==> src/spmfd_pkg.sv <==
// Shared types, constants and helpers for the static pixel mask block.
package spmfd_pkg;

    localparam int MAX_PIXELS_DEF = 262144;

    localparam int CH_W      = 8;
    localparam int PIX_W     = 3 * CH_W;
    localparam int THR_W     = 8;
    localparam int FSZ_W     = 19;
    localparam int CFG_W     = 19;
    localparam int CFG_IDX_W = 1;

    typedef enum logic [CFG_IDX_W-1:0] {
        REG_STILL_THRESHOLD  = 1'b0,
        REG_PIXELS_PER_FRAME = 1'b1
    } t_cfg_reg;

    localparam logic [THR_W-1:0] THR_RESET = 8'd225;
    localparam logic [FSZ_W-1:0] FSZ_RESET = 19'd262144;

    // Gray conversion in Q14: (1868*B + 9617*G + 4899*R + 8192) >> 14
    localparam int PROD_W     = 22;
    localparam int GRAY_SHIFT = 14;
    localparam logic [PROD_W-1:0] GRAY_B     = 22'd1868;
    localparam logic [PROD_W-1:0] GRAY_G     = 22'd9617;
    localparam logic [PROD_W-1:0] GRAY_R     = 22'd4899;
    localparam logic [PROD_W-1:0] GRAY_ROUND = 22'd8192;
    localparam logic [CH_W-1:0]   GRAY_MAX   = 8'd255;

    typedef struct packed {
        logic last;
        logic primed;
    } t_item_flags;

    function automatic logic [CH_W-1:0] sub_clamp(input logic [CH_W-1:0] a,
                                                  input logic [CH_W-1:0] b);
        return (a > b) ? a - b : '0;
    endfunction

endpackage

==> src/spmfd_ctrl.sv <==
// Configuration registers, raster position counter and first-frame flag.
module spmfd_ctrl #(
    parameter int MAX_PIXELS = spmfd_pkg::MAX_PIXELS_DEF
) (
    input  logic                                i_clk,
    input  logic                                i_rst_n,
    input  logic                                i_cfg_we,
    input  logic [spmfd_pkg::CFG_IDX_W-1:0]     i_cfg_idx,
    input  logic [spmfd_pkg::CFG_W-1:0]         i_cfg_data,
    input  logic                                i_accept,
    output logic [((MAX_PIXELS > 1) ? $clog2(MAX_PIXELS) : 1)-1:0] o_pos,
    output spmfd_pkg::t_item_flags              o_flags,
    output logic [spmfd_pkg::THR_W-1:0]         o_threshold
);

    localparam int AW = (MAX_PIXELS > 1) ? $clog2(MAX_PIXELS) : 1;
    localparam int CW = (AW + 1 > spmfd_pkg::FSZ_W) ? AW + 1 : spmfd_pkg::FSZ_W;

    logic [spmfd_pkg::THR_W-1:0] r_thr;
    logic [spmfd_pkg::FSZ_W-1:0] r_fsz;
    logic [AW-1:0]               r_pos;
    logic                        r_primed;

    logic [spmfd_pkg::FSZ_W-1:0] w_size;
    logic [AW:0]                 w_next;
    logic                        w_last;

    // zero-sized frame acts as one pixel; oversize saturates at the store depth
    assign w_size = (r_fsz == '0) ? spmfd_pkg::FSZ_W'(1) : r_fsz;
    assign w_next = {1'b0, r_pos} + (AW + 1)'(1);
    assign w_last = (CW'(w_next) >= CW'(w_size)) || (CW'(w_next) >= CW'(MAX_PIXELS));

    always_ff @(posedge i_clk) begin
        if (!i_rst_n) begin
            r_thr <= spmfd_pkg::THR_RESET;
            r_fsz <= spmfd_pkg::FSZ_RESET;
        end else if (i_cfg_we) begin
            unique case (spmfd_pkg::t_cfg_reg'(i_cfg_idx))
                spmfd_pkg::REG_STILL_THRESHOLD:  r_thr <= i_cfg_data[spmfd_pkg::THR_W-1:0];
                spmfd_pkg::REG_PIXELS_PER_FRAME: r_fsz <= i_cfg_data[spmfd_pkg::FSZ_W-1:0];
                default: ;
            endcase
        end
    end

    always_ff @(posedge i_clk) begin
        if (!i_rst_n) begin
            r_pos    <= '0;
            r_primed <= 1'b0;
        end else if (i_accept) begin
            r_pos <= w_last ? '0 : w_next[AW-1:0];
            if (w_last) begin
                r_primed <= 1'b1;
            end
        end
    end

    assign o_pos          = r_pos;
    assign o_flags.last   = w_last;
    assign o_flags.primed = r_primed;
    assign o_threshold    = r_thr;

    a_wrap_on_last: assert property (@(posedge i_clk) disable iff (!i_rst_n)
        i_accept && w_last |=> r_pos == '0)
        else $error("position did not wrap after last pixel");

    a_step_by_one: assert property (@(posedge i_clk) disable iff (!i_rst_n)
        i_accept && !w_last |=> r_pos == $past(w_next[AW-1:0]))
        else $error("position did not advance by one");

    a_primed_at_frame_end: assert property (@(posedge i_clk) disable iff (!i_rst_n)
        $rose(r_primed) |-> $past(i_accept && w_last))
        else $error("primed set outside a frame end");

endmodule

==> config.mk <==
export PLATFORM = sky130hd
export DESIGN_NAME = spmfd_ctrl
export DESIGN_NICKNAME = d
export VERILOG_FILES = /design/src/spmfd_pkg.sv /design/src/spmfd_ctrl.sv
export SDC_FILE = /design/constraint.sdc
export NUM_CORES = 1
export LEC_CHECK = 0
export ABC_AREA = 1
export BUFFER_PORTS_ARGS = -buffer_cell sky130_fd_sc_hd__buf_2
export CAP_MARGIN = 20
export CORE_UTILIZATION = 59
export DETAILED_ROUTE_END_ITERATION = 8
export HOLD_SLACK_MARGIN = 0.02
export PLACE_DENSITY = 0.95
export SLEW_MARGIN = 20
export SYNTH_ARGS = -nofsm -noshare
export SYNTH_HDL_FRONTEND = slang
export SYNTH_SLANG_ARGS = --single-unit
==> constraint.sdc <==
create_clock -name i_clk -period 6.31 [get_ports i_clk]
set_input_delay 0.3155 -clock i_clk [delete_from_list [all_inputs] [get_ports i_clk]]
set_output_delay 0.3155 -clock i_clk [all_outputs]
set_load 0.01 [all_outputs]
==> impl_metrics.csv, run 1 <==
group,metric,value,unit
status,outcome,"completed",
drt,routedWlPerCell,12.35,um
timing,setup_ws,3130,ps
drt,antenna_left,0,
clock_network,clk_pin_slew,90,ps
synth,yosysSeqAreaShare,34.62,%
timing,worstMarginPinSlew,915.8,ps
worst_setup_path,end_kind,"output pin",
synth,ys_warn_count,0,
worst_setup_path,path_buf_inv,5,
worst_setup_path,cp_cell_sequence,"ha_1 -> nand2_1 -> inv_1 -> nand4_1 -> inv_1 -> nand2_1 -> inv_1 -> nand2_1 -> nand2_1 -> inv_1 -> ha_1 -> nand4_1 -> nor2_1 -> nand2_1 -> nand3_1 -> nand2_1 -> nand2_2 -> buf_2",
final_layout,area_growth_syn_to_layout,13.17,%
final_layout,fillers,361,
synth,synth_cells,377,
final_layout,antennaDiodeCount,0,
power_and_ir_drop,p_per_area,221.4,nW/um^2
clock_network,clk_latency,300,ps
drt,vias_per_cell,5.288,
timing,hold_viol_final,0,
clock_network,cts.hold.buffers_added,0,
floorplan,ioPinCount,52,
synth,synthAdderAreaFrac,9.407,%
synth,syn-num-nets,421,
global_route,grt_use_total,25.54,%
floorplan,die_x,69.15,um
final_layout,final_cell_mix,"72 x nand2_1, 53 x inv_1, 51 x buf_2",
timing,finClkSkew,6.716,ps
synth,synth_mux_area_share,0.7526,%
global_route,grt.overflow.total,0,
worst_setup_path,path_max_fanout,7,
global_route,grt_max_degree,37,
synth,synth_area,2660,um^2
timing,tns,0,ps
drt,drt_iter0_drc,163,
placed_design,hpwl,4503,um
run,max_cap_viol_count,0,
power_and_ir_drop,power_leakage,1.487,nW
worst_setup_path,cpMostUsedCell,"nand2_1",
final_layout,final_common_cell,"nand2_1",
power_and_ir_drop,ir_worst_vdd,0.1456,mV
floorplan,rows,24,
timing,drv_slew,0,
floorplan,start_util,61.09,%
clock_network,numClockSinks,46,
placed_design,placed_cell_area,2900,um^2
drt,drt_first_pass_iters,4,
timing,finalCriticalPeriod,3180,ps
synth,synthXorXnorAreaFrac,2.963,%
worst_setup_path,crit_family,"simple AND/OR/NAND/NOR gates",
floorplan,die_area,4781,um^2
clock_network,numCtsBuffers,5,
synth,ys_types,33,
global_route,grt_pass1_vias,2361,
worst_setup_path,cp.required,5990,ps
clock_network,htreeDepth,2,
worst_setup_path,arrival,2860,ps
worst_setup_path,start_kind,"flop",
synth,synth-simple-area-share,28.27,%
worst_setup_path,max_stage_delay,470,ps
clock_network,ctsResizeCount,0,
timing,grt_setup_unrepaired,"false",
clock_network,cts_tree,"yes",
final_layout,final_layout_size_suffix_gt1_share,18.16,%
floorplan,die_y,69.15,um
placed_design,numPortBuffers,51,
synth,syn_avg_cell_area,7.056,um^2
clock_network,cts_buffer_depth,2,
timing,setup_violations,0,
floorplan,core_area,4354,um^2
timing,fin_hold_ws,237.2,ps
drt,route.detailed.drc,0,
clock_network,clock-root-buffer,"clkbuf_8",
timing,slew_headroom,38.80,%
worst_setup_path,crit_type,"reg2out",
placed_design,post-place-ws,3551,ps
drt,vias,2517,
final_layout,multiInputGateArea,1453,um^2
placed_design,gp_congestion,0.9454,
drt,drt_wl_total,5880,um
worst_hold_path,hold_class,"in2reg",
worst_setup_path,cp_slowest_cell,"dfxtp_1",
final_layout,fin_area,3010,um^2
final_layout,register_area,920.9,um^2
final_layout,nets,467,
synth,synth_top_family_by_area,"simple AND/OR/NAND/NOR gates",
timing,fmax,0.3145,GHz
clock_network,post_cts_buffers,0,
timing,min_period_over_period,50.39,%
synth,ys_seq_elements,46,
global_route,grt_first_pass_wirelength,10040,um
synth,synth-compound-area-share,13.22,%
global_route,antenna_found_initial,0,
[layer usage]
layer  track usage (%)  routed length [um]  part of all wire, %
met5                 0                   0                    0
met3             5.409                 355                  6.0
met4             8.390                 118                  2.0
met1             32.96                2672                   45
met2             42.39                2733                   46
[state kept, by name (all words and copies together), names as in the netlist]
name	cells
o_pos	18
r_primed	1
r_fsz	19
o_threshold	8
[synth_stat cells, drive strengths merged]
cell type  number  share of area, %
nor2           51               8.4
buf             5               2.0
o211ai          1              0.28
nor3            6               1.1
ha             20               9.4
nand2          77                12
xnor2           1              0.33
dfxtp          46                35
or2             1              0.24
o21a            1              0.28
a21o            1              0.28
nor4            4              0.94
a31o            1              0.33
o21ai          36               6.8
a21boi          1              0.28
clkbuf          7              0.99
nand3          18               3.4
inv            54               7.6
o21bai          1              0.28
clkinv          1              0.14
a21oi          25               4.7
mux2i           2              0.75
and2            2              0.47
xor2            8               2.6
nand4           7               1.6
[cell families (layout without fill, tap and decap cells)]
| logic type | Yosys count | after routing |
|---|---|---|
| compound gates | 67 | 67 |
| xor+xnor | 9 | 9 |
| fa+ha+maj | 20 | 20 |
| buf+inv | 67 | 114 |
| flops | 46 | 46 |
| mux | 2 | 2 |
| simple gates | 166 | 166 |
[power breakdown]
part	switching [W]	total, W	internal [W]	leakage [nW]
combinational	0.0000764	0.000125	0.0000484	1.06
sequential	0.0000136	0.000322	0.000309	0.379
clock	0.000101	0.000219	0.000118	0.0514
[final cells by class]
cell class                      instances  share of cell area (%)
Multi-Input combinational cell        264                   48.25
Sequential cell                        46                   30.59
Timing Repair Buffer                   51                   8.479
Inverter                               55                   6.858
Clock buffer                            6                   2.411
Tap cell                               52                   2.161
Clock inverter                          2                   1.247
[metrics by stage]
step                      total power [W]  std cells  utilization (%)
after floorplan                 0.0004156        377                -
final                           0.0006664        476            69.14
after detailed placement        0.0004520        468            66.61
after global routing            0.0006997        476            69.14
after CTS                       0.0006679        476            69.14
after global placement          0.0004452        468            66.61
[worst paths after layout]
path / from / end / slack, ps / cells past startpoint
min: i_cfg_data[18] / r_fsz[18] / 240 / 3
max: o_pos[0] / o_flags[1] / 3130 / 18
max reg2reg: o_pos[0] / o_pos[3] / 3480 / 20
min reg2reg: r_primed / r_primed / 470 / 2
[worst reg2reg max path: stages, from the launching register on]
cell	delay [ps]
dfxtp_1	470
ha_1	210
nand2_1	80
inv_1	90
nand4_1	130
inv_1	80
nand2_1	80
inv_1	90
nand2_1	50
nand2_1	110
inv_1	70
ha_1	320
nand4_1	120
nor2_1	190
nand2_1	70
nand3_1	100
nand2_1	80
nand2_2	100
nand2_4	80
nand2_8	140
nor2_1	70
Note: power is estimated with default switching activity, not from simulation.
==> run 2: changes to the inputs <==
--- a/config.mk
+++ b/config.mk
@@ -5,13 +5,13 @@
 export SDC_FILE = /design/constraint.sdc
 export NUM_CORES = 1
 export LEC_CHECK = 0
-export ABC_AREA = 1
+export ABC_AREA = 0
 export BUFFER_PORTS_ARGS = -buffer_cell sky130_fd_sc_hd__buf_2
 export CAP_MARGIN = 20
-export CORE_UTILIZATION = 59
+export CORE_UTILIZATION = 50
 export DETAILED_ROUTE_END_ITERATION = 8
 export HOLD_SLACK_MARGIN = 0.02
-export PLACE_DENSITY = 0.95
+export PLACE_DENSITY = 0.86
 export SLEW_MARGIN = 20
 export SYNTH_ARGS = -nofsm -noshare
 export SYNTH_HDL_FRONTEND = slang
==> constraint.sdc (replaced) <==
create_clock -name i_clk -period 2.6 [get_ports i_clk]
set_input_delay 0.13 -clock i_clk [delete_from_list [all_inputs] [get_ports i_clk]]
set_output_delay 0.13 -clock i_clk [all_outputs]
set_load 0.01 [all_outputs]
==> impl_metrics.csv, run 2 <==
group,metric,value,unit
status,outcome,"finished with violations",
status,violations,"setup timing",
placed_design,numPortBuffers,51,
drt,drt_iter0_drc,263,
worst_setup_path,start_kind,"flop",
floorplan,die_y,74.29,um
final_layout,nets,472,
synth,synth_cells,329,
clock_network,cts.hold.buffers_added,0,
global_route,grt_use_total,27.13,%
clock_network,numClockSinks,46,
synth,async_reset_ff_share,0,%
synth,netlist_top_cells_count,"63 x nand2_1, 46 x dfxtp_1, 32 x a21oi_1, 25 x nand3_1, 22 x inv_1",
synth,synth_edf_count,0,
power_and_ir_drop,p_seq_share,50.6,%
synth,synthTopCellsByArea,"dfxtp_1 35%, ha_1 9.6%, nand2_1 9.1%",
synth,ys_warn_count,0,
worst_setup_path,rr_worst_depth,14,
synth,synth_mux_area_share,0,%
global_route,grt_max_degree,39,
timing,slew_headroom,33.09,%
power_and_ir_drop,ir_worst_vdd,0.2854,mV
power_and_ir_drop,p_comb_share,17.5,%
synth,synth_ff_type,"dfxtp_1",
timing,drv_slew,0,
final_layout,largest_reg_flops,19,
timing,hold_viol_final,0,
floorplan,die_x,74.29,um
run,max_cap_viol_count,0,
power_and_ir_drop,internal_power,0.001038,W
placed_design,gp_congestion,0.8348,
final_layout,antennaDiodeCount,0,
timing,setup_ws,-748.4,ps
synth,yosysSeqAreaShare,35.25,%
floorplan,core_area,4880,um^2
timing,setup_violations,20,
power_and_ir_drop,power_leakage,1.696,nW
clock_network,cts_buffer_depth,2,
synth,synth_top_family_by_area,"simple AND/OR/NAND/NOR gates",
synth,synth-simple-area-share,28.45,%
power_and_ir_drop,pwr-share-clk,31.9,%
global_route,grt_pass1_vias,2482,
drt,vias,2763,
final_layout,top_register,"r_fsz",
final_layout,final_common_cell,"nand2_1",
final_layout,multiInputGateArea,1682,um^2
final_layout,register_area,943.4,um^2
worst_setup_path,arrival,3570,ps
worst_hold_path,hold-path-endpoint,"o_threshold[0]",
clock_network,clk_pin_slew,90,ps
timing,fmax,0.2987,GHz
floorplan,ioPinCount,52,
final_layout,area_growth_syn_to_layout,39.46,%
worst_hold_path,hold_depth,3,
floorplan,die_area,5518,um^2
global_route,grt_first_pass_wirelength,11320,um
global_route,antenna_found_initial,0,
synth,synthXorXnorAreaFrac,5.364,%
floorplan,start_util,53.54,%
final_layout,fillers,351,
synth,syn-num-nets,373,
drt,vias_per_cell,5.571,
worst_setup_path,r2r_end,"o_pos[13]",
clock_network,htreeDepth,2,
final_layout,final_cell_mix,"61 x nand2_1, 53 x buf_4, 50 x buf_2",
worst_setup_path,rr_startpoint,"o_pos[5]",
power_and_ir_drop,sw_frac_of_total,29.19,%
power_and_ir_drop,p_per_area,402.5,nW/um^2
synth,synth_area,2613,um^2
timing,finClkSkew,6.655,ps
global_route,grt.overflow.total,0,
synth,synth-compound-area-share,14.46,%
worst_setup_path,path_max_fanout,5,
power_and_ir_drop,power.switching,0.0004282,W
placed_design,post-place-ws,-522.7,ps
worst_hold_path,hold_class,"in2reg",
synth,netlist.area_leader.share,35.25,%
synth,syn_avg_cell_area,7.941,um^2
timing,grt_setup_unrepaired,"true",
synth,yosysTopAreaCell,"dfxtp_1",
clock_network,clock-root-buffer,"clkbuf_8",
clock_network,numCtsBuffers,5,
drt,drt_first_pass_iters,5,
timing,min_period_over_period,128.8,%
synth,post-synth-top-count-cell,"nand2_1",
worst_hold_path,hp-start,"i_cfg_data[0]",
clock_network,clk_latency,310,ps
drt,route.detailed.drc,0,
worst_setup_path,crit_type,"reg2reg",
final_layout,utilization,74.67,%
timing,worstMarginPinSlew,1003,ps
worst_setup_path,cp.required,2820,ps
synth,ys_seq_elements,46,
drt,routedWlPerCell,15.46,um
drt,drt_wl_total,7669,um
floorplan,rows,25,
synth,ys_types,41,
synth,synthAdderAreaFrac,9.579,%
final_layout,final_layout_size_suffix_gt1_share,38.00,%
worst_setup_path,end_kind,"flop",
drt,antenna_left,0,
clock_network,cts_tree,"yes",
placed_design,hpwl,4822,um
worst_setup_path,rrSetupSlack,-750,ps
timing,finalCriticalPeriod,3348,ps
==> run 2: cell count changes in the layout (fill, tap and decap cells not counted), moves of 5 or more <==
cell	previous run	this run
nor2_1	40	4
xnor2_2	0	6
inv_1	53	21
nand2_1	72	61
dfxtp_2	0	9
nor3_1	6	0
buf_6	0	5
nand2b_1	0	18
dfxtp_1	46	34
o21ai_0	36	2
xnor2_1	1	6
nor2_2	10	0
a31oi_1	0	5
buf_4	0	53
==> run 2: worst max-delay path by stage <==
stage | startpoint | to | slack [ps] | depth (start not counted)
2_1_floorplan | o_pos[9] | o_pos[11] | -360 | 14
3_3_place_gp | o_pos[6] | o_pos[6] | -390 | 12
3_5_place_dp | o_pos[6] | o_pos[13] | -520 | 12
4_1_cts | o_pos[1] | o_flags[1] | -420 | 15
5_1_grt | o_pos[5] | o_pos[13] | -820 | 14
6_report | o_pos[5] | o_pos[13] | -750 | 14
==> run 2: worst max-delay path: stages, from the launching register on <==
cell,delay (ps)
dfxtp_4,350
nand4_1,110
buf_6,150
nor3_4,230
buf_6,140
nand2_1,80
xnor2_1,260
ha_2,320
nand4_1,230
nor4_4,100
a221oi_2,270
o2111a_2,280
inv_4,50
or4b_4,470
a31oi_1,200
==> run 2: repair_timing <==
action,in CTS,in global routing
gates resized for setup,26,12
pin swaps,19,13
endpoints found under the setup margin,20,20
setup buffers,10,4
cloned,0,1
==> run 2: metrics by stage <==
stage | hold slack (ps) | power, W | cells | TNS (ps) | cell area, um^2
2_1_floorplan | 254.1 | 0.0008940 | 329 | -2225 | 2679
3_3_place_gp | 361.3 | 0.0009673 | 473 | -4998 | 3257
3_5_place_dp | 366.4 | 0.0009774 | 473 | -7262 | 3257
4_1_cts | 37.90 | 0.001444 | 491 | -5617 | 3531
5_1_grt | 48.19 | 0.001524 | 496 | -14140 | 3643
6_report | 41.20 | 0.001467 | 496 | -12430 | 3643
==> run 2: metal layers <==
| layer | track usage, % | wire, um | up-vias |
|---|---|---|---|
| li1 | - | - | 1325 |
| met1 | 32.44 | 3279 | 1276 |
| met2 | 46.46 | 3591 | 130 |
| met3 | 5.420 | 472 | 32 |
| met4 | 13.42 | 326 | 0 |
| met5 | 0 | 0 | - |
==> run 2: layout make-up <==
type	count	share of cell area, %
Clock buffer	5	1.889
Sequential cell	46	25.89
Tap cell	67	2.301
Clock inverter	3	0.6868
Timing Repair Buffer	110	20.57
Inverter	23	2.507
Multi-Input combinational cell	242	46.15
==> run 2: kinds of logic (layout without fill, tap and decap cells) <==
group,after synthesis,in the layout
AND/OR/NAND/NOR,146,146
AO/OA/AOI/OAI,60,60
flip-flops,46,46
buffers and inverters,41,141
adder cells (fa/ha/maj),20,20
XOR/XNOR,16,16
==> run 2: power by group through the flow <==
stage | Clock [W] | Combinational [W] | Sequential, W
2_1_floorplan | 0 | 0.000130 | 0.000764
3_3_place_gp | 0 | 0.000210 | 0.000757
6_report | 0.000468 | 0.000257 | 0.000741
4_1_cts | 0.000472 | 0.000231 | 0.000741
5_1_grt | 0.000499 | 0.000280 | 0.000745
3_5_place_dp | 0 | 0.000219 | 0.000758
==> run 3: changes to the inputs <==
--- a/config.mk
+++ b/config.mk
@@ -5,7 +5,7 @@
 export SDC_FILE = /design/constraint.sdc
 export NUM_CORES = 1
 export LEC_CHECK = 0
-export ABC_AREA = 0
+export ABC_AREA = 1
 export BUFFER_PORTS_ARGS = -buffer_cell sky130_fd_sc_hd__buf_2
 export CAP_MARGIN = 20
 export CORE_UTILIZATION = 50
==> impl_metrics.csv, run 3 (synthesis gave the netlist of run 1 again) <==
group,metric,value,unit
clock_network,cts_tree,"yes",
timing,drv_slew,0,
floorplan,die_area,5616,um^2
drt,routedWlPerCell,14.28,um
drt,vias_per_cell,5.412,
final_layout,fin_area,3466,um^2
floorplan,die_x,74.94,um
final_layout,area_growth_syn_to_layout,30.29,%
global_route,grt_use_total,25.06,%
power_and_ir_drop,power_leakage,1.644,nW
worst_setup_path,cpMostUsedCell,"nand2_2",
power_and_ir_drop,sw_frac_of_total,32.20,%
drt,route.detailed.drc,0,
worst_setup_path,cp_cell_sequence,"inv_1 -> nor3_2 -> nand2_1 -> nor2_1 -> nand3_1 -> and2_4 -> ha_4 -> nand2_2 -> buf_4 -> nor3_1 -> nand2_2 -> nand2_2 -> buf_6",
floorplan,core_area,5107,um^2
final_layout,largest_reg_flops,19,
floorplan,ioPinCount,52,
power_and_ir_drop,p_comb_share,23.8,%
placed_design,hpwl,4616,um
worst_setup_path,path_buf_inv,3,
placed_design,numPortBuffers,51,
power_and_ir_drop,p_per_area,465.7,nW/um^2
worst_setup_path,max_stage_delay,390,ps
power_and_ir_drop,p_seq_share,48.4,%
final_layout,nets,488,
worst_setup_path,path_max_fanout,5,
status,outcome,"finished with violations",
final_layout,final_layout_size_suffix_gt1_share,33.71,%
worst_setup_path,cp.required,2470,ps
power_and_ir_drop,internal_power,0.001094,W
clock_network,cts_buffer_depth,2,
final_layout,multiInputGateArea,1735,um^2
final_layout,utilization,67.86,%
power_and_ir_drop,pwr-share-clk,27.8,%
placed_design,gp_congestion,0.8904,
timing,tns,-2599,ps
global_route,grt_max_degree,37,
timing,finClkSkew,3.879,ps
global_route,grt_pass1_vias,2484,
timing,slew_headroom,38.23,%
final_layout,final_common_cell,"nand2_1",
worst_setup_path,cp_slowest_cell,"dfxtp_4",
clock_network,clk_latency,300,ps
global_route,grt.overflow.total,0,
placed_design,dp_cells,493,
drt,drt_iter0_drc,210,
timing,finalCriticalPeriod,2755,ps
clock_network,numClockSinks,46,
final_layout,register_area,942.2,um^2
floorplan,rows,26,
worst_setup_path,arrival,2630,ps
worst_setup_path,end_kind,"output pin",
clock_network,clock-root-buffer,"clkbuf_8",
drt,antenna_left,0,
timing,worstMarginPinSlew,924.3,ps
worst_setup_path,start_kind,"flop",
timing,fmax,0.3629,GHz
final_layout,antennaDiodeCount,0,
status,violations,"setup timing",
timing,min_period_over_period,106.0,%
clock_network,clk_pin_slew,90,ps
power_and_ir_drop,power.switching,0.0005197,W
timing,hold_viol_final,0,
floorplan,die_y,74.94,um
final_layout,final_cells,515,
final_layout,top_register,"r_fsz",
power_and_ir_drop,ir_worst_vdd,0.4478,mV
placed_design,placed_cell_area,2975,um^2
final_layout,fillers,395,
final_layout,final_cell_mix,"65 x nand2_1, 50 x buf_2, 49 x inv_1",
timing,setup_ws,-155.5,ps
global_route,antenna_found_initial,0,
timing,grt_setup_unrepaired,"true",
floorplan,start_util,52.08,%
clock_network,cts.hold.buffers_added,0,
clock_network,htreeDepth,2,
clock_network,numCtsBuffers,5,
worst_setup_path,crit_family,"simple AND/OR/NAND/NOR gates",
drt,vias,2787,
timing,setup_violations,20,
drt,drt_first_pass_iters,5,
drt,drt_wl_total,7355,um
global_route,grt_first_pass_wirelength,10690,um
run,max_cap_viol_count,0,
worst_hold_path,hold_class,"in2reg",
worst_setup_path,crit_type,"reg2out",
## run 3: final timing paths
check                               startpoint              to  slack [ps]  cells past startpoint
worst max-delay path                  o_pos[8]      o_flags[1]        -160                     13
worst min register to register  o_threshold[5]  o_threshold[5]         460                      2
worst max register to register        o_pos[8]       o_pos[13]        -140                     16
worst min-delay path            i_cfg_data[18]       r_fsz[18]          40                      3
## run 3: repair_timing
action,in CTS,in global routing
pin swaps,21,12
gates resized for setup,49,23
endpoints found under the setup margin,19,20
gates cloned,0,3
buffers inserted,8,3
hold endpoints to repair,0,0
## run 3: final cells by class
cell class | instances | area share, %
clock buffers | 5 | 1.986
flip-flops and latches | 46 | 27.18
multi-input cells | 267 | 50.07
repair buffers | 69 | 11.66
well taps | 70 | 2.527
clock inverters | 3 | 0.6137
inverters | 55 | 5.957
## run 3: metal layers
| layer | wire length, um | vias to the layer above | GRT usage, % |
|---|---|---|---|
| met4 | 359 | 0 | 12.16 |
| met2 | 3467 | 159 | 42.34 |
| met3 | 571 | 42 | 5.355 |
| met1 | 2957 | 1235 | 30.28 |
| met5 | 0 | - | 0 |
| li1 | - | 1351 | - |
## run 3: worst min-delay path: cells and delay by family
family,cells,cell delay [ps]
AOI/OAI and AO/OA,1,60
buffers and inverters,1,80
and+or+nand+nor,1,50
## run 3: through the flow
step | setup WS [ps] | hold slack, ps | total power, W
2_1_floorplan | 64.31 | 256.4 | 0.001009
3_3_place_gp | 45.76 | 355.4 | 0.001090
3_5_place_dp | -40.40 | 356.3 | 0.001104
4_1_cts | 5.337 | 38.91 | 0.001574
5_1_grt | -239.2 | 50.69 | 0.001696
6_report | -155.5 | 44.68 | 0.001614
## run 3: power by group through the flow
| stage | sequential [W] | combinational, W | clock [W] |
|---|---|---|---|
| after floorplan | 0.000803 | 0.000206 | 0 |
| after global placement | 0.000790 | 0.000300 | 0 |
| after detailed placement | 0.000791 | 0.000313 | 0 |
| after CTS | 0.000780 | 0.000342 | 0.000451 |
| after global routing | 0.000786 | 0.000428 | 0.000482 |
| final | 0.000782 | 0.000384 | 0.000449 |
